==> config.mk <==
export PLATFORM = sky130hd
export DESIGN_NAME = rfbr_match
export DESIGN_NICKNAME = d
export VERILOG_FILES = /design/src/hw/rtl/rfbr_pkg.sv /design/src/hw/rtl/rfbr_match.sv
export SDC_FILE = /design/constraint.sdc
export NUM_CORES = 2
export LEC_CHECK = 0
export BUFFER_PORTS_ARGS = -buffer_cell sky130_fd_sc_hd__buf_2
export CORE_MARGIN = 1
export CORE_UTILIZATION = 53
export CTS_CLUSTER_DIAMETER = 50
export DETAILED_ROUTE_END_ITERATION = 7
export GPL_TIMING_DRIVEN = 0
export PLACE_DENSITY = 0.72
export SYNTH_ARGS = -nofsm -noshare
export SYNTH_HDL_FRONTEND = slang
export SYNTH_SLANG_ARGS = --single-unit
==> constraint.sdc <==
create_clock -name clock -period 7.9 [get_ports clock]
set_input_delay 1.58 -clock clock [delete_from_list [all_inputs] [get_ports clock]]
set_output_delay 1.58 -clock clock [all_outputs]
set_load 0.01 [all_outputs]
==> src/hw/rtl/rfbr_pkg.sv <==
// Shared types and constants for the range-filtered broadcast router.
// Used by rfbr_match.sv and range_filtered_broadcast_router.sv; no dependencies.
package rfbr_pkg;

   // Default sizes handed to the top level
   localparam int MAX_NODES_DEF  = 64;
   localparam int COORD_BITS_DEF = 24;

   // Fixed field widths
   localparam int CMD_W   = 2;
   localparam int IDX_W   = 6;
   localparam int POS_W   = 24;
   localparam int ID_W    = 32;
   localparam int RANGE_W = 23;
   localparam int SQ_W    = 2 * RANGE_W;
   localparam int SUM_W   = SQ_W + 2;
   localparam int DATA_W  = 32;
   localparam int ADDR_W  = 3;

   // Register map (word index taken from paddr[2])
   localparam logic [0:0] REG_COMM_RANGE = 1'b0;
   localparam logic [RANGE_W-1:0] COMM_RANGE_RESET = 23'd12800;

   // Result queue depth (power of two)
   localparam int FIFO_DEPTH = 8;

   typedef enum logic [CMD_W-1:0] {
      CMD_WRITE  = 2'd0,
      CMD_CLEAR  = 2'd1,
      CMD_BCAST  = 2'd2,
      CMD_DIRECT = 2'd3
   } cmd_type;

   // Tag that travels with each scanned entry through the match pipeline
   typedef struct packed {
      logic             vld;
      logic             cand;
      logic [IDX_W-1:0] idx;
   } tag_type;

   // Match pipeline verdict
   typedef struct packed {
      logic             hit;
      logic [IDX_W-1:0] idx;
   } hit_type;

   // One result word
   typedef struct packed {
      logic [IDX_W-1:0] target;
      logic             found;
      logic             last;
   } rsp_type;

endpackage

==> src/hw/rtl/rfbr_match.sv <==
// Distance and identity match pipeline for the broadcast router scan.
// Depends on rfbr_pkg; fed by the node memory read port of the top level.
module rfbr_match #(
   parameter int COORD_BITS = rfbr_pkg::COORD_BITS_DEF
) (
   input  logic                              clock,
   input  logic                              reset,
   input  rfbr_pkg::tag_type                 tag_in,
   input  logic signed [COORD_BITS-1:0]      ent_x,
   input  logic signed [COORD_BITS-1:0]      ent_y,
   input  logic signed [COORD_BITS-1:0]      ent_z,
   input  logic [rfbr_pkg::ID_W-1:0]         ent_id,
   input  logic signed [COORD_BITS-1:0]      src_x,
   input  logic signed [COORD_BITS-1:0]      src_y,
   input  logic signed [COORD_BITS-1:0]      src_z,
   input  logic [rfbr_pkg::ID_W-1:0]         want_id,
   input  logic                              bcast,
   input  logic [rfbr_pkg::RANGE_W-1:0]      comm_range,
   output rfbr_pkg::hit_type                 hit,
   output logic [1:0]                        busy
);
   import rfbr_pkg::*;

   localparam int CB   = COORD_BITS;
   localparam int CMPW = (CB + 1 > RANGE_W) ? CB + 1 : RANGE_W;

   // Magnitude of the difference of two coordinates
   function automatic logic [CB:0] absdiff(input logic signed [CB-1:0] a,
                                           input logic signed [CB-1:0] b);
      logic signed [CB:0] d;
      d = {a[CB-1], a} - {b[CB-1], b};
      return d[CB] ? $unsigned(-d) : $unsigned(d);
   endfunction

   logic [CB:0]        mag_x, mag_y, mag_z;
   logic               box_in;

   tag_type            p1_tag_ff;
   logic [RANGE_W-1:0] p1_dx_ff, p1_dy_ff, p1_dz_ff;
   logic               p1_box_ff, p1_idm_ff;

   tag_type            p2_tag_ff;
   logic [SQ_W-1:0]    p2_sx_ff, p2_sy_ff, p2_sz_ff;
   logic               p2_box_ff, p2_idm_ff;

   logic [SQ_W-1:0]    rsq_ff;
   logic [SUM_W-1:0]   dist_sum;

   // Stage 1: per-axis difference and box test against the radius
   always_comb begin
      mag_x  = absdiff(ent_x, src_x);
      mag_y  = absdiff(ent_y, src_y);
      mag_z  = absdiff(ent_z, src_z);
      box_in = (CMPW'(mag_x) <= CMPW'(comm_range)) &&
               (CMPW'(mag_y) <= CMPW'(comm_range)) &&
               (CMPW'(mag_z) <= CMPW'(comm_range));
   end

   always_ff @(posedge clock) begin
      if (reset) begin
         p1_tag_ff <= '0;
         p2_tag_ff <= '0;
      end else begin
         p1_tag_ff <= tag_in;
         p2_tag_ff <= p1_tag_ff;
      end
   end

   // Payload stages: differences fit the radius width once the box test passes
   always_ff @(posedge clock) begin
      p1_dx_ff  <= RANGE_W'(mag_x);
      p1_dy_ff  <= RANGE_W'(mag_y);
      p1_dz_ff  <= RANGE_W'(mag_z);
      p1_box_ff <= box_in;
      p1_idm_ff <= (ent_id == want_id);
      p2_sx_ff  <= SQ_W'(p1_dx_ff) * SQ_W'(p1_dx_ff);
      p2_sy_ff  <= SQ_W'(p1_dy_ff) * SQ_W'(p1_dy_ff);
      p2_sz_ff  <= SQ_W'(p1_dz_ff) * SQ_W'(p1_dz_ff);
      p2_box_ff <= p1_box_ff;
      p2_idm_ff <= p1_idm_ff;
      rsq_ff    <= SQ_W'(comm_range) * SQ_W'(comm_range);
   end

   // Stage 3: squared distance against squared radius, or identity match
   assign dist_sum = SUM_W'(p2_sx_ff) + SUM_W'(p2_sy_ff) + SUM_W'(p2_sz_ff);

   always_comb begin
      hit.idx = p2_tag_ff.idx;
      hit.hit = p2_tag_ff.vld && p2_tag_ff.cand &&
                (bcast ? (p2_box_ff && (dist_sum <= SUM_W'(rsq_ff))) : p2_idm_ff);
   end

   assign busy = {1'b0, p1_tag_ff.vld} + {1'b0, p2_tag_ff.vld};

endmodule

== Word level (Yosys, flattened, before mapping) ==
Index checks and enable logic that the tools add are counted.
Word-level totals
  bits in registers: 273
  bits in latches: 0
  RAM bits: 0
  ROM bits: 0
  output and inout port bits: 9
  word-level logic and storage cells: 44
  memories kept: 0
Operators by class
  $add $sub $neg: 9
  $mul: 4
  div/mod/pow operators: 0
  magnitude comparators: 4
  equality and inequality tests: 1
  shifts and indexed selects: 0
  mux-type cells: 4
  bitwise gates (word level): 0
  reductions and logical operators: 5
Operators by type and width (number)
  23-bit by 23-bit multiplier with 46-bit output: 4
  25-bit by 23-bit less-or-equal comparator with 1-bit output: 3
  25-bit two-way mux: 3
  25-bit negator: 3
  24-bit by 24-bit subtractor with 25-bit output: 3
  47-bit by 46-bit adder with 48-bit output: 1
  48-bit by 46-bit less-or-equal comparator with 1-bit output: 1
  46-bit by 46-bit adder with 47-bit output: 1
  32-bit == test: 1
  1-bit logical AND: 5
  1-bit by 1-bit adder with 2-bit output: 1
  1-bit two-way mux: 1

== Depth between registers and ports, before layout ==
  word-level depth: 6
  gate-level depth with buffers: 29
  depth with buffers taken out: 27

== Worst setup path before layout ==
No wires, ideal clock.
  path kind: input-to-reg
  start point: input port comm_range[8] in the netlist's numbering
  end point: register rsq_ff[45]
  library setup time: 0.120 ns
  arrival: 8.324 ns
  data required time: 7.780 ns
  path slack: -0.544 ns
  cell stages on the path: 26
  buffers on the path: 2
  cell sequence: clkbuf_1 > clkbuf_1 > nand2_1 > fa_1 > inv_1 > fa_1 > inv_1 > fa_1 > inv_1 > fa_1 > inv_1 > fa_1 > inv_1 > fa_1 > fa_1 > ha_1 > and3_1 > and3_1 > a311oi_1 > nor4b_1 > o21bai_1 > a21bo_2 > o311ai_0 > a2111oi_0 > o21bai_1 > xnor2_1
On the way
  longest elaborated chain between the ends: 1
RTL lines
  start, declared: line rfbr_match.sv:18  | input logic [rfbr_pkg::RANGE_W-1:0] comm_range,
  23-bit by 23-bit multiplier with 46-bit output: line rfbr_match.sv:81  | rsq_ff <= SQ_W'(comm_range) * SQ_W'(comm_range);
  end signal, assigned: line rfbr_match.sv:81
  end, declared: line rfbr_match.sv:46  | logic [SQ_W-1:0] rsq_ff;
No other way between the ends.
A chain may end at the register's enable or synchronous reset.

== Final worst setup path ==
  start point: input port comm_range[5] in the netlist's numbering
  end point: register rsq_ff[44]
Same word-level chain as after synthesis.

==> impl_metrics.sql <==
INSERT INTO impl_metrics (metric_group, metric, value, unit) VALUES
('run_status', 'run_status', 'finished, final reports clean', ''),
('global_route', 'grt_util_all_layers', '31.28', '%'),
('placement', 'preCtsSetupSlack', '-2083', 'ps'),
('setup_path', 'reg2regPathDepth', '24', ''),
('layout', 'layout.cell_area.non_filler', '0.08415', 'sq mm'),
('routing', 'dr.pass1.iters', '6', ''),
('sta', 'number_of_slew_limit_violations_in_the_final_report', '0', ''),
('clocking', 'cts_buffer_depth', '3', ''),
('layout', 'final_nets', '11540', ''),
('synthesis', 'yosysUniqueCellTypes', '84', ''),
('synthesis', 'postSynthCellCount', '8403', ''),
('clocking', 'cts_root_buf', 'sky130_fd_sc_hd__clkbuf_16', ''),
('clocking', 'cts_tree', 'yes', ''),
('setup_path', 'crit_fanout', '6', ''),
('clocking', 'clk_latency', '620', 'ps'),
('routing', 'average_wire_length_per_cell_after_detail_routing', '20.99', 'um'),
('layout', 'fin_util', '58.65', '%'),
('clocking', 'clkSlewWorstSetupHoldPaths', '60', 'ps'),
('sta', 'timing.final.setup_violations', '0', ''),
('routing', 'drt_wl_total', '224.9', 'mm'),
('setup_path', 'start_kind', 'primary input', ''),
('synthesis', 'postSynthAreaPerCell', '9.112', 'sq um'),
('setup_path', 'setup.worst_path.start', 'comm_range[5]', ''),
('global_route', 'globalRoute.totalOverflow', '0', ''),
('sta', 'max_freq', '128.5', 'MHz'),
('floorplan', 'floorplan.core_area', '0.1435', 'sq mm'),
('global_route', 'grt_first_pass_wirelength', '350.4', 'mm'),
('routing', 'post_drt_via_cell_ratio', '5.528', ''),
('sta', 'layout_worst_path_cycle_share', '98.53', '%'),
('sta', 'final.min_clock_period', '7784', 'ps'),
('sta', 'timing_worst_slew_pin_value', '1013', 'ps'),
('routing', 'drt_iter0_drc', '4152', ''),
('setup_path', 'worst_path_max_delay_cell', 'sky130_fd_sc_hd__fa_1', ''),
('layout', 'area_delta_synth_final', '9.903', '%'),
('global_route', 'antenna_found_initial', '11', ''),
('sta', 'rsz0062_at_grt', 'true', ''),
('floorplan', 'fp.dieH', '382.1', 'um'),
('routing', 'post_route_antenna_net_violation_count', '0', ''),
('setup_path', 'critPathMostFrequentCell', 'sky130_fd_sc_hd__fa_1', ''),
('floorplan', 'floorplan.die_area', '0.1460', 'sq mm'),
('synthesis', 'synth_enable_flop_cells', '0', ''),
('layout', 'final_layout_size_suffix_gt1_share', '9.262', '%'),
('sta', 'timing.max_slew.rel_slack', '30.51', '%'),
('placement', 'buffer_ports.inserted', '248', ''),
('sta', 'timing.final.ws_setup', '115.9', 'ps'),
('setup_path', 'cp_data_arrival_time', '8300', 'ps'),
('synthesis', 'synth.cell_area', '0.07657', 'sq mm'),
('clocking', 'clock_tree.htree_level_count', '2', ''),
('min_path', 'hold_start', 'p1_box_ff', ''),
('synthesis', 'postSynth.asyncResetShare', '0', '%'),
('placement', 'dp_cell_count', '10556', ''),
('setup_path', 'setup.reg_to_reg.worst_slack', '140', 'ps'),
('floorplan', 'floorplan.initialDensity', '53.37', '%'),
('placement', 'place_area', '0.08031', 'sq mm'),
('synthesis', 'synth_warnings', '0', ''),
('synthesis', 'synth_sequential_area_ratio', '7.033', '%'),
('setup_path', 'timing_worst_setup_path_type', 'in -> reg', ''),
('clocking', 'clock_sink_count', '269', ''),
('layout', 'finalNonFillerCells', '10717', ''),
('routing', 'remaining_drc_errors', '0', ''),
('setup_path', 'r2r_start', 'p1_dy_ff[22]', ''),
('global_route', 'grt_max_degree', '16', ''),
('synthesis', 'synth_top_flop_cell', 'sky130_fd_sc_hd__dfxtp_1', ''),
('floorplan', 'chipWidth', '382.1', 'um'),
('setup_path', 'r2r_end', 'p2_sy_ff[41]', ''),
('sta', 'finalClockSkew', '53.57', 'ps'),
('setup_path', 'cpPeakStageDelay', '630', 'ps'),
('placement', 'gpl.final_weighted_congestion', '0.9993', ''),
('synthesis', 'ys_seq_elements', '269', ''),
('clocking', 'count_of_hold_buffers_inserted_by_post_cts_repair', '0', ''),
('sta', 'hold_viol_final', '0', ''),
('flow_run', 'cap_violations', '0', ''),
('global_route', 'grt_pass1_vias', '63041', ''),
('setup_path', 'critical_path_required', '8420', 'ps'),
('clocking', 'cts_made_buffers', '40', ''),
('min_path', 'hold_path_depth', '0', ''),
('min_path', 'hold_crit_path_type', 'reg -> reg', ''),
('routing', 'routed-via-count', '59248', ''),
('placement', 'detailed_place_hpwl', '188.7', 'mm'),
('setup_path', 'critical_path.endpoint_type', 'register', ''),
('floorplan', 'row_count', '139', ''),
('floorplan', 'io_pins', '251', ''),
('min_path', 'worst_hold_path.endpoint', 'p2_box_ff', '');
## how the worst max path moves through the flow
stage                     slack [ps]           end
after global routing             -90  p2_sz_ff[38]
final                            120    rsq_ff[44]
after detailed placement       -2080    rsq_ff[42]
after global placement         -2050     p1_box_ff
after floorplan                    3    rsq_ff[42]
after CTS                        -20    rsq_ff[42]
## placed cells by master (no fill, tap or decap), types with 12 or more instances in the layout
master	count
sky130_fd_sc_hd__clkbuf_4	28
sky130_fd_sc_hd__o21a_1	45
sky130_fd_sc_hd__inv_1	2131
sky130_fd_sc_hd__o21ai_1	12
sky130_fd_sc_hd__o21ai_0	136
sky130_fd_sc_hd__o21bai_1	30
sky130_fd_sc_hd__nand3_1	72
sky130_fd_sc_hd__ha_1	910
sky130_fd_sc_hd__nor2_2	15
sky130_fd_sc_hd__buf_4	113
sky130_fd_sc_hd__or2_2	16
sky130_fd_sc_hd__nor3_1	46
sky130_fd_sc_hd__nor2b_1	74
sky130_fd_sc_hd__clkbuf_1	65
sky130_fd_sc_hd__clkbuf_16	47
sky130_fd_sc_hd__nor4_1	17
sky130_fd_sc_hd__a211o_1	15
sky130_fd_sc_hd__buf_6	23
sky130_fd_sc_hd__clkbuf_2	55
sky130_fd_sc_hd__a21oi_1	299
sky130_fd_sc_hd__a211oi_1	24
sky130_fd_sc_hd__and3_1	45
sky130_fd_sc_hd__nand4_1	57
sky130_fd_sc_hd__dfxtp_2	44
sky130_fd_sc_hd__a21boi_0	13
sky130_fd_sc_hd__a21o_1	179
sky130_fd_sc_hd__nand2b_1	68
sky130_fd_sc_hd__xor2_1	185
sky130_fd_sc_hd__clkinvlp_4	12
sky130_fd_sc_hd__xnor2_1	211
sky130_fd_sc_hd__ha_4	16
sky130_fd_sc_hd__dfxtp_1	224
sky130_fd_sc_hd__nor2_1	345
sky130_fd_sc_hd__o211ai_1	18
sky130_fd_sc_hd__nand2_1	701
sky130_fd_sc_hd__fa_1	1582
sky130_fd_sc_hd__and2_1	324
sky130_fd_sc_hd__a31oi_1	32
sky130_fd_sc_hd__buf_2	245
sky130_fd_sc_hd__a31o_2	19
## cells in the mapped netlist (45+ instances only)
master                     count  area share, %
sky130_fd_sc_hd__nand2b_1     68           0.56
sky130_fd_sc_hd__a21oi_1     309            2.0
sky130_fd_sc_hd__nor2_1      370            1.8
sky130_fd_sc_hd__nor2b_1      75           0.61
sky130_fd_sc_hd__nand4_1      57           0.47
sky130_fd_sc_hd__and3_1       47           0.38
sky130_fd_sc_hd__a21o_1      179            1.8
sky130_fd_sc_hd__o21a_1       45           0.44
sky130_fd_sc_hd__nand2_1     706            3.5
sky130_fd_sc_hd__o21ai_0     148           0.97
sky130_fd_sc_hd__xnor2_1     214            2.4
sky130_fd_sc_hd__nor3_1       47           0.31
sky130_fd_sc_hd__dfxtp_1     269            7.0
sky130_fd_sc_hd__ha_1        931             15
sky130_fd_sc_hd__xor2_1      186            2.1
sky130_fd_sc_hd__fa_1       1588             42
sky130_fd_sc_hd__clkbuf_1    211            1.0
sky130_fd_sc_hd__nand3_1      73           0.48
sky130_fd_sc_hd__and2_1      324            2.6
sky130_fd_sc_hd__inv_1      2146             11
## registers in the layout, indices dropped and copies added (netlist names)
| name | cells |
|---|---|
| p2_sz_ff | 45 |
| p1_dx_ff | 23 |
| hit | 6 |
| p1_dy_ff | 23 |
| p1_tag_ff | 8 |
| p2_box_ff | 1 |
| rsq_ff | 45 |
| p2_sy_ff | 45 |
| p2_sx_ff | 45 |
| p1_dz_ff | 23 |
| p2_tag_ff | 2 |
| p1_box_ff | 1 |
| p2_idm_ff | 1 |
| p1_idm_ff | 1 |
## cells by family after synthesis
logic type	after synthesis	synth area share, %
AOI/OAI and AO/OA	961	8.144
xor gates and xnor gates	400	4.575
adders and majority gates	2519	56.73
buffers and inverters	2380	11.70
DFF	269	7.033
muxes	14	0.2010
other	1	0.004897
and+or+nand+nor	1859	11.61
## final cells by class
type / count / area (sq um)
diodes: 4 / 10.01
flip-flops and latches: 269 / 5444
well taps: 1903 / 2381
inverters: 2157 / 8198
repair buffers: 342 / 2042
clock buffers: 42 / 1018
fillers: 12458 / 59330
multi-input cells: 5755 / 63140
clock inverters: 31 / 390.4
plain buffers: 214 / 1525
## worst max-delay path: cells and delay by family
kind            cells  cell delay (ps)
simple gates        4              600
xor+xnor            1              150
fa+ha+maj           8             3890
buf+inv             6              630
compound gates      6             1410
## per-layer routing
layer  part of all wire, %  vias to the layer above  GRT usage, %
met5                 0.066                        -             0
met4                   5.5                       24         13.96
met3                   9.4                      645         6.856
met2                    47                     2615         51.11
met1                    38                    29512         39.76
li1                      -                    26452             -
## what timing repair did
item                                    CTS  global route
setup buffers                            18            73
cloned                                    0             2
gates resized for setup                 274           359
hold endpoints to repair                  0             0
pin swaps                                15            81
endpoints found under the setup margin   98            49
## through the flow
step                      setup TNS (ps)  hold slack [ps]
after floorplan                        0            309.6
after global placement            -79430            312.5
after detailed placement          -79610            315.4
after CTS                         -15.64            331.1
after global routing              -256.7            339.4
final                                  0            329.8
Power is not shown: default switching activity piles up to over one toggle a cycle in this logic, so the estimate is an artifact.
